File: src/m2db_pkg.sv
// Shared types, constants and the log2 fraction table for the decibel converter.
// No dependencies; every module of the block imports this package.
package m2db_pkg;

	// Sample and power widths
	localparam int SAMPLE_BITS    = 16;
	localparam int LOG_TABLE_BITS = 5;
	localparam int TABLE_SIZE     = 1 << LOG_TABLE_BITS;
	localparam int P_BITS         = 2 * SAMPLE_BITS;
	localparam int E_BITS         = $clog2(P_BITS);

	// Log2 in Q16: integer part from the leading one, fraction from the table
	localparam int FRAC_BITS = 16;
	localparam int L_BITS    = E_BITS + FRAC_BITS;

	// 10*log10(2) in Q16, rounded
	localparam int               K_BITS       = 18;
	localparam logic [K_BITS-1:0] TEN_LOG2_Q16 = 18'd197283;

	// Product, level and offset sum widths
	localparam int PROD_BITS  = L_BITS + K_BITS;
	localparam int ROUND_SHFT = 24;
	localparam int LEV_BITS   = PROD_BITS + 1 - ROUND_SHFT;
	localparam int SUM_BITS   = ((LEV_BITS > 16) ? LEV_BITS : 16) + 2;

	// Queue between front and back (depth must be a power of two)
	localparam int Q_DEPTH  = 4;
	localparam int Q_PTR_W  = $clog2(Q_DEPTH);
	localparam int Q_CNT_W  = $clog2(Q_DEPTH + 1);

	// Configuration register indexes
	localparam int                CFG_IDX_W        = 4;
	localparam logic [CFG_IDX_W-1:0] CFG_COMPLEX_MODE = 4'd0;
	localparam logic [CFG_IDX_W-1:0] CFG_DB_OFFSET    = 4'd1;

	// Queue entry: power word and its zero classification
	typedef struct packed {
		logic              zero;
		logic [P_BITS-1:0] pwr;
	} m2db_pwr_t;

	typedef logic [FRAC_BITS-1:0] frac_tab_t [TABLE_SIZE];

	// floor(65536*log2(1+i/TABLE_SIZE)) by repeated squaring of a Q30 value
	function automatic frac_tab_t build_frac_tab();
		frac_tab_t             t;
		logic [63:0]           x;
		logic [FRAC_BITS-1:0]  r;
		for (int i = 0; i < TABLE_SIZE; i++) begin
			x = 64'(TABLE_SIZE + i) << (30 - LOG_TABLE_BITS);
			r = '0;
			for (int k = 0; k < FRAC_BITS; k++) begin
				x = (x * x) >> 30;
				r = {r[FRAC_BITS-2:0], 1'b0};
				if (x >= 64'h0000_0000_8000_0000) begin
					x = x >> 1;
					r[0] = 1'b1;
				end
			end
			t[i] = r;
		end
		return t;
	endfunction

	localparam frac_tab_t FRAC_TAB = build_frac_tab();

endpackage

File: src/m2db_front.sv
// Front end: takes samples, forms magnitudes, squares and the power word.
// Depends on m2db_pkg; feeds m2db_queue.
module m2db_front
	import m2db_pkg::*;
(
	input  logic                          clk,
	input  logic                          arst_n,
	input  logic                          take,
	input  logic                          complex_mode,
	input  logic signed [SAMPLE_BITS-1:0] sample_re,
	input  logic signed [SAMPLE_BITS-1:0] sample_im,
	output logic                          pend_s1,
	output logic                          pend_s2,
	output logic                          push,
	output m2db_pwr_t                     push_data
);

	logic [SAMPLE_BITS-1:0] mag_a, mag_b;
	logic [SAMPLE_BITS-1:0] mag_a_s1, mag_b_s1;
	logic                   zero_s1;
	logic                   vld_s1, vld_s2;
	logic [P_BITS-1:0]      pwr_s2;
	logic                   zero_s2;

	// Absolute values; imaginary part dropped in real mode
	always_comb begin
		mag_a = sample_re[SAMPLE_BITS-1] ? (~sample_re + 1'b1) : sample_re;
		mag_b = '0;
		if (complex_mode) begin
			mag_b = sample_im[SAMPLE_BITS-1] ? (~sample_im + 1'b1) : sample_im;
		end
	end

	// Valid flags
	always_ff @(posedge clk or negedge arst_n) begin
		if (!arst_n) begin
			vld_s1 <= 1'b0;
			vld_s2 <= 1'b0;
		end else begin
			vld_s1 <= take;
			vld_s2 <= vld_s1;
		end
	end

	// Stage 1: magnitudes and zero classification
	always_ff @(posedge clk) begin
		if (take) begin
			mag_a_s1 <= mag_a;
			mag_b_s1 <= mag_b;
			zero_s1  <= (mag_a == '0) && (mag_b == '0);
		end
	end

	// Stage 2: power = a^2 + b^2 (cannot overflow P_BITS)
	always_ff @(posedge clk) begin
		if (vld_s1) begin
			pwr_s2  <= P_BITS'(mag_a_s1 * mag_a_s1) + P_BITS'(mag_b_s1 * mag_b_s1);
			zero_s2 <= zero_s1;
		end
	end

	assign pend_s1        = vld_s1;
	assign pend_s2        = vld_s2;
	assign push           = vld_s2;
	assign push_data.zero = zero_s2;
	assign push_data.pwr  = pwr_s2;

endmodule

File: src/m2db_queue.sv
// Short FIFO of power words between the front end and the log back end.
// Depends on m2db_pkg.
module m2db_queue
	import m2db_pkg::*;
(
	input  logic               clk,
	input  logic               arst_n,
	input  logic               push,
	input  m2db_pwr_t          push_data,
	input  logic               pop,
	output logic               head_vld,
	output m2db_pwr_t          head_data,
	output logic [Q_CNT_W-1:0] fill
);

	m2db_pwr_t          mem_q [Q_DEPTH];
	logic [Q_PTR_W-1:0] wr_ptr_q, rd_ptr_q;
	logic [Q_CNT_W-1:0] cnt_q;
	logic               do_pop;

	assign do_pop = pop && (cnt_q != '0);

	// Pointers and fill count
	always_ff @(posedge clk or negedge arst_n) begin
		if (!arst_n) begin
			wr_ptr_q <= '0;
			rd_ptr_q <= '0;
			cnt_q    <= '0;
		end else begin
			if (push) wr_ptr_q <= wr_ptr_q + 1'b1;
			if (do_pop) rd_ptr_q <= rd_ptr_q + 1'b1;
			if (push && !do_pop) cnt_q <= cnt_q + 1'b1;
			else if (!push && do_pop) cnt_q <= cnt_q - 1'b1;
		end
	end

	// Storage
	always_ff @(posedge clk) begin
		if (push) mem_q[wr_ptr_q] <= push_data;
	end

	assign head_vld  = (cnt_q != '0);
	assign head_data = mem_q[rd_ptr_q];
	assign fill      = cnt_q;

endmodule

File: src/m2db_back.sv
// Back end: leading-one log2, fraction table, dB scaling, offset and saturation.
// Depends on m2db_pkg; drains m2db_queue every cycle.
module m2db_back
	import m2db_pkg::*;
(
	input  logic               clk,
	input  logic               arst_n,
	input  logic               in_vld,
	input  m2db_pwr_t          in_data,
	input  logic signed [15:0] db_offset,
	output logic               pop,
	output logic               done,
	output logic signed [15:0] level_db,
	output logic               is_floor
);

	localparam logic signed [SUM_BITS-1:0] LVL_MAX = SUM_BITS'(32767);
	localparam logic signed [SUM_BITS-1:0] LVL_MIN = SUM_BITS'(-32768);

	logic [E_BITS-1:0]                e_lod;
	logic [P_BITS+LOG_TABLE_BITS-1:0] ext;
	logic                             vld_s1, vld_s2, vld_s3;
	logic [E_BITS-1:0]                e_s1;
	logic [LOG_TABLE_BITS-1:0]        idx_s1;
	logic                             zero_s1, zero_s2, zero_s3;
	logic [L_BITS-1:0]                lq_s2;
	logic [PROD_BITS-1:0]             prod_s3;
	logic [PROD_BITS:0]               rnd;
	logic [LEV_BITS-1:0]              lev;
	logic signed [SUM_BITS-1:0]       sum;
	logic signed [15:0]               sat;
	logic                             done_q, floor_q;
	logic signed [15:0]               level_q;

	assign pop = in_vld;

	// Leading-one position of the power word
	always_comb begin
		e_lod = '0;
		for (int i = 0; i < P_BITS; i++) begin
			if (in_data.pwr[i]) e_lod = E_BITS'(i);
		end
	end

	// Bits just below the leading one, zero filled for short powers
	assign ext = {in_data.pwr, {LOG_TABLE_BITS{1'b0}}} >> e_lod;

	// Valid flags
	always_ff @(posedge clk or negedge arst_n) begin
		if (!arst_n) begin
			vld_s1 <= 1'b0;
			vld_s2 <= 1'b0;
			vld_s3 <= 1'b0;
			done_q <= 1'b0;
		end else begin
			vld_s1 <= in_vld;
			vld_s2 <= vld_s1;
			vld_s3 <= vld_s2;
			done_q <= vld_s3;
		end
	end

	// Stage 1: exponent and table index
	always_ff @(posedge clk) begin
		if (in_vld) begin
			e_s1    <= e_lod;
			idx_s1  <= ext[LOG_TABLE_BITS-1:0];
			zero_s1 <= in_data.zero;
		end
	end

	// Stage 2: log2 in Q16
	always_ff @(posedge clk) begin
		if (vld_s1) begin
			lq_s2   <= {e_s1, FRAC_TAB[idx_s1]};
			zero_s2 <= zero_s1;
		end
	end

	// Stage 3: scale to dB
	always_ff @(posedge clk) begin
		if (vld_s2) begin
			prod_s3 <= PROD_BITS'(lq_s2 * TEN_LOG2_Q16);
			zero_s3 <= zero_s2;
		end
	end

	// Round half up, add offset, clamp
	always_comb begin
		rnd = {1'b0, prod_s3} + (PROD_BITS+1)'(1 << (ROUND_SHFT - 1));
		lev = rnd[PROD_BITS:ROUND_SHFT];
		sum = $signed(SUM_BITS'(lev)) + SUM_BITS'(db_offset);
		if (sum > LVL_MAX) sat = 16'sh7FFF;
		else if (sum < LVL_MIN) sat = -16'sh8000;
		else sat = sum[15:0];
	end

	// Result register
	always_ff @(posedge clk) begin
		if (vld_s3) begin
			level_q <= zero_s3 ? -16'sh8000 : sat;
			floor_q <= zero_s3;
		end
	end

	assign done     = done_q;
	assign level_db = level_q;
	assign is_floor = floor_q;

endmodule

File: src/magnitude_to_decibel.sv
// Sample magnitude to decibel level: config registers, front, queue and back.
// Depends on m2db_pkg, m2db_front, m2db_queue and m2db_back.
// Throughput: one sample per clock; the result strobe done comes through the two front stages,
// the queue and four back stages (back stages 1 to 3 and the result register).
// The back end drains the queue every cycle and the receiver cannot stall, so busy stays low.
// Reset: asynchronous, clears pipeline valids and queue; complex_mode = 1, db_offset = 0.
module magnitude_to_decibel
	import m2db_pkg::*;
(
	input  logic                          clk,
	input  logic                          arst_n,
	input  logic                          start,
	output logic                          busy,
	input  logic signed [SAMPLE_BITS-1:0] sample_re,
	input  logic signed [SAMPLE_BITS-1:0] sample_im,
	input  logic                          cfg_valid,
	output logic                          cfg_ready,
	input  logic [CFG_IDX_W-1:0]          cfg_index,
	input  logic [15:0]                   cfg_data,
	output logic                          done,
	output logic signed [15:0]            level_db,
	output logic                          is_floor
);

	logic               complex_mode_q;
	logic signed [15:0] db_offset_q;
	logic               take;
	logic               pend_s1, pend_s2;
	logic               push, pop, head_vld;
	m2db_pwr_t          push_data, head_data;
	logic [Q_CNT_W-1:0] fill;
	logic [Q_CNT_W:0]   credit_used;

	assign cfg_ready = 1'b1;

	// Configuration registers; unknown indexes are ignored
	always_ff @(posedge clk or negedge arst_n) begin
		if (!arst_n) begin
			complex_mode_q <= 1'b1;
			db_offset_q    <= '0;
		end else if (cfg_valid && cfg_ready) begin
			unique case (cfg_index)
				CFG_COMPLEX_MODE: complex_mode_q <= cfg_data[0];
				CFG_DB_OFFSET:    db_offset_q    <= cfg_data;
				default:          ;
			endcase
		end
	end

	// Hold off new samples when the queue could not absorb those in flight
	assign credit_used = (Q_CNT_W+1)'(fill) + (Q_CNT_W+1)'(pend_s1) + (Q_CNT_W+1)'(pend_s2);
	assign busy        = (credit_used >= (Q_CNT_W+1)'(Q_DEPTH));
	assign take        = start && !busy;

	m2db_front u_front (
		.clk          (clk),
		.arst_n       (arst_n),
		.take         (take),
		.complex_mode (complex_mode_q),
		.sample_re    (sample_re),
		.sample_im    (sample_im),
		.pend_s1      (pend_s1),
		.pend_s2      (pend_s2),
		.push         (push),
		.push_data    (push_data)
	);

	m2db_queue u_queue (
		.clk       (clk),
		.arst_n    (arst_n),
		.push      (push),
		.push_data (push_data),
		.pop       (pop),
		.head_vld  (head_vld),
		.head_data (head_data),
		.fill      (fill)
	);

	m2db_back u_back (
		.clk       (clk),
		.arst_n    (arst_n),
		.in_vld    (head_vld),
		.in_data   (head_data),
		.db_offset (db_offset_q),
		.pop       (pop),
		.done      (done),
		.level_db  (level_db),
		.is_floor  (is_floor)
	);

endmodule
File: config.mk
export PLATFORM = sky130hd
export DESIGN_NAME = magnitude_to_decibel
export DESIGN_NICKNAME = d
export VERILOG_FILES = /design/src/m2db_pkg.sv /design/src/m2db_front.sv /design/src/m2db_queue.sv /design/src/m2db_back.sv /design/src/magnitude_to_decibel.sv
export SDC_FILE = /design/constraint.sdc
export NUM_CORES = 2
export LEC_CHECK = 0
export BUFFER_PORTS_ARGS = -buffer_cell sky130_fd_sc_hd__buf_2
export CAP_MARGIN = 30
export CORE_UTILIZATION = 51
export DETAILED_ROUTE_END_ITERATION = 10
export MAX_ROUTING_LAYER = met4
export PLACE_DENSITY_LB_ADDON = 0.25
export SYNTH_ARGS = -nofsm -noshare
export SYNTH_HDL_FRONTEND = slang
export SYNTH_SLANG_ARGS = --single-unit
File: constraint.sdc
create_clock -name clk -period 17.8 [get_ports clk]
set_input_delay 1.78 -clock clk [delete_from_list [all_inputs] [get_ports clk]]
set_output_delay 1.78 -clock clk [all_outputs]
set_load 0.05 [all_outputs]
==> qor.yml <==
die:
  die-area_sq_um: 66600
  ioPinCount: 76
  fp.dieW_microns: 258
  die_h_microns: 258
  std_cell_rows: 93
  initial_utilization_pct: 51.8
  core_sq_um: 64600
route:
  drc: 0
  avgViaCountPerCell: 5.35
  ant_nets: 0
  drtPass1Iterations: 5
  vias: 21300
  drtIter0Drc: 908
  drt-total-wl_microns: 74700
  wire_per_inst_microns: 18.7
logic_synthesis:
  synth_top_area_share_pct: 27.6
  ys_dominant_reg_cell: "edfxtp_1"
  synth-async-reset-ratio_pct: 10.2
  synth_edf_count: 265
  yosysSeqAreaShare_pct: 26.1
  netlist_area_sq_um: 33400
  synth_area_leaders: "fa_1 28%, edfxtp_1 24%, ha_1 15%"
  synth_seq_cells: 295
  avgSynthCellArea_sq_um: 10.9
  synth_nets: 3971
  syn_inst: 3056
  yosysWarningCount: 0
  yosysUniqueCellTypes: 90
  synth_area_leader_cell: "fa_1"
timing:
  relSlewSlack_pct: 27.3
  hold_viol_final: 0
  finClkSkew_ns: 0.0173
  worst_pin_slew_ns: 1.06
  period_share_pct: 50.4
  slew_viol_final: 0
  fmax_mhz: 111
  finalSetupViolCount: 0
  rsz0062_at_grt: "no"
  setup_tns_ns: 0
  fin_crit_ns: 8.97
outcome:
  status: "finished clean"
clocking:
  cts_tree: "yes"
  hold_buffers: 0
  cts_resized: 0
  cts_inserted_buffers: 34
  clock-sinks: 295
  h-tree-depth: 2
  cts_setup_buffers: 0
  clkLatencyLatePin_ns: 0.55
  ctsRootBufferMaster: "clkbuf_16"
  cts_buffer_depth: 3
  clkTransAtPathRegs_ns: 0.06
setup_path:
  cp-start-kind: "register"
  cp.required_ns: 18.09
  path_max_fanout: 16
  cpMostUsedCell: "fa_1"
  path_buf_inv: 5
  cp.arrival_ns: 9.26
  slowest_stage: "a2111oi_0"
  cp_top_family: "adder cells"
  worst_path_largest_cell_delay_ns: 0.93
  crit_type: "register to register"
  crit_path_end_kind: "register"
grt:
  grt_max_degree: 36
  grt_pass1_vias: 23400
  track_usage_pct: 24.1
  antenna_found_initial: 0
  overflow: 0
  grt_pass1_wl_microns: 122000
final_layout:
  drive_gt1_share_pct: 7.22
  final-seq-area_sq_um: 8710
  fillCellCount: 5587
  syn2layout_area_growth_pct: 6.88
  multi_input_area_sq_um: 21700
  fin_nets: 4021
  diodes: 0
placed_design:
  dp_hpwl_microns: 61800
  gp_congestion: 0.913
  port_buffers: 74
flow_run:
  max-cap-violations: 0
min_path:
  holdCritPathClass: "register to register"
==> cells by family after synthesis <==
kind of cell	share of synthesized area, %
adder cells (fa/ha/maj)	42.5
buffers and inverters	8.98
AND/OR/NAND/NOR	9.20
flip-flops	26.1
AO/OA/AOI/OAI	5.68
XOR/XNOR	3.12
multiplexers	4.45
other	0.0112
==> layer usage <==
metal	routed length, microns	share of wire, %	track usage [%]
met5	0	0	-
met4	2750	3.7	8.37
met3	2790	3.7	2.88
met2	40100	54	43.6
met1	29100	39	27.5
==> cells in the mapped netlist (4+ instances only) <==
cell and instances:
buf_2 5, or4_1 4, mux2i_1 39, o41ai_1 5, nand3_1 29, o31ai_1 11, o21bai_1 8, a22oi_1 5
a21o_1 17, nand2_1 197, o211ai_1 7, nor4_1 9, buf_6 6, or3_1 14, a21oi_1 64, mux2_2 22
nor2_1 105, a211oi_1 7, fa_1 461, o21ai_0 84, inv_1 704, o21a_1 13, nand2b_1 15, xnor2_1 78
o221ai_1 4, a31oi_1 8, or2_2 6, and2_1 138, nor3_1 29, nand4_1 8, buf_4 4, nor2b_1 26
edfxtp_1 265, xor2_1 41, ha_1 398, clkbuf_1 52, o22ai_1 10, dfrtp_1 29, mux2_1 4, mux4_2 35
and3_1 12
==> flip-flops by register name (all words and copies together), names as in the netlist, 2 cells and up <==
name              cells
u_queue.fill          3
u_front.mag_a_s1     16
u_back.level_db      16
u_back.e_s1           5
u_queue.mem_q       132
u_front.pwr_s2       32
u_back.prod_s3       16
db_offset_q          16
u_back.idx_s1         5
u_front.mag_b_s1     16
u_queue.wr_ptr_q      2
u_queue.rd_ptr_q      2
u_back.lq_s2         21
==> layout by cell type (no fill, tap or decap), types with 13 or more instances in the layout <==
| cell | instances |
|---|---|
| clkbuf_16 | 35 |
| o21a_1 | 13 |
| nand2_1 | 197 |
| a21o_1 | 17 |
| xnor2_1 | 78 |
| mux2_2 | 22 |
| nor2b_1 | 26 |
| and2_1 | 138 |
| a21oi_1 | 64 |
| nor2_1 | 104 |
| inv_1 | 704 |
| nor3_1 | 29 |
| mux2i_1 | 39 |
| edfxtp_1 | 265 |
| dfrtp_1 | 28 |
| nand2b_1 | 15 |
| buf_2 | 74 |
| nand3_1 | 29 |
| o21ai_0 | 84 |
| xor2_1 | 41 |
| mux4_2 | 35 |
| or3_1 | 14 |
| ha_1 | 398 |
| fa_1 | 461 |
==> per-stage QoR <==
step           cells  instance area [sq um]  hold slack [ns]  setup slack (ns)  utilization, %
2_1_floorplan   3056                  33400            0.400             10.05               -
3_3_place_gp    3925                  34600            0.403              9.30            53.6
3_5_place_dp    3925                  34600            0.406              8.94            53.6
4_1_cts         3986                  35700            0.420              8.88            55.3
5_1_grt         3986                  35700            0.418              8.27            55.3
6_report        3986                  35700            0.418              8.83            55.3
==> final timing paths <==
kind                                                     from                               to  cells past startpoint  slack [ns]
min in group asynchronous                              arst_n            u_back.done$_DFF_PN0_                      1        1.28
worst min register to register       u_back.e_s1[2]$_DFFE_PP_       u_back.lq_s2[18]$_DFFE_PP_                      0        0.42
max in group asynchronous                              arst_n  u_queue.rd_ptr_q[0]$_DFFE_PN0P_                      1       16.03
worst max register to register  u_front.mag_a_s1[6]$_DFFE_PP_     u_front.pwr_s2[31]$_DFFE_PP_                     26        8.83
worst min-delay path                 u_back.e_s1[2]$_DFFE_PP_       u_back.lq_s2[18]$_DFFE_PP_                      0        0.42
worst max-delay path            u_front.mag_a_s1[6]$_DFFE_PP_     u_front.pwr_s2[31]$_DFFE_PP_                     26        8.83
==> cell type report <==
type                            instances  area share [%]
Tap cell                              855            2.99
Multi-Input combinational cell       1980            60.8
Clock buffer                           44            2.57
Clock inverter                         17           0.515
Timing Repair Buffer                   85            1.27
Inverter                              710            7.46
Sequential cell                       295            24.4
Power is not shown: default switching activity piles up to over one toggle a cycle in this logic, so the estimate is an artifact.
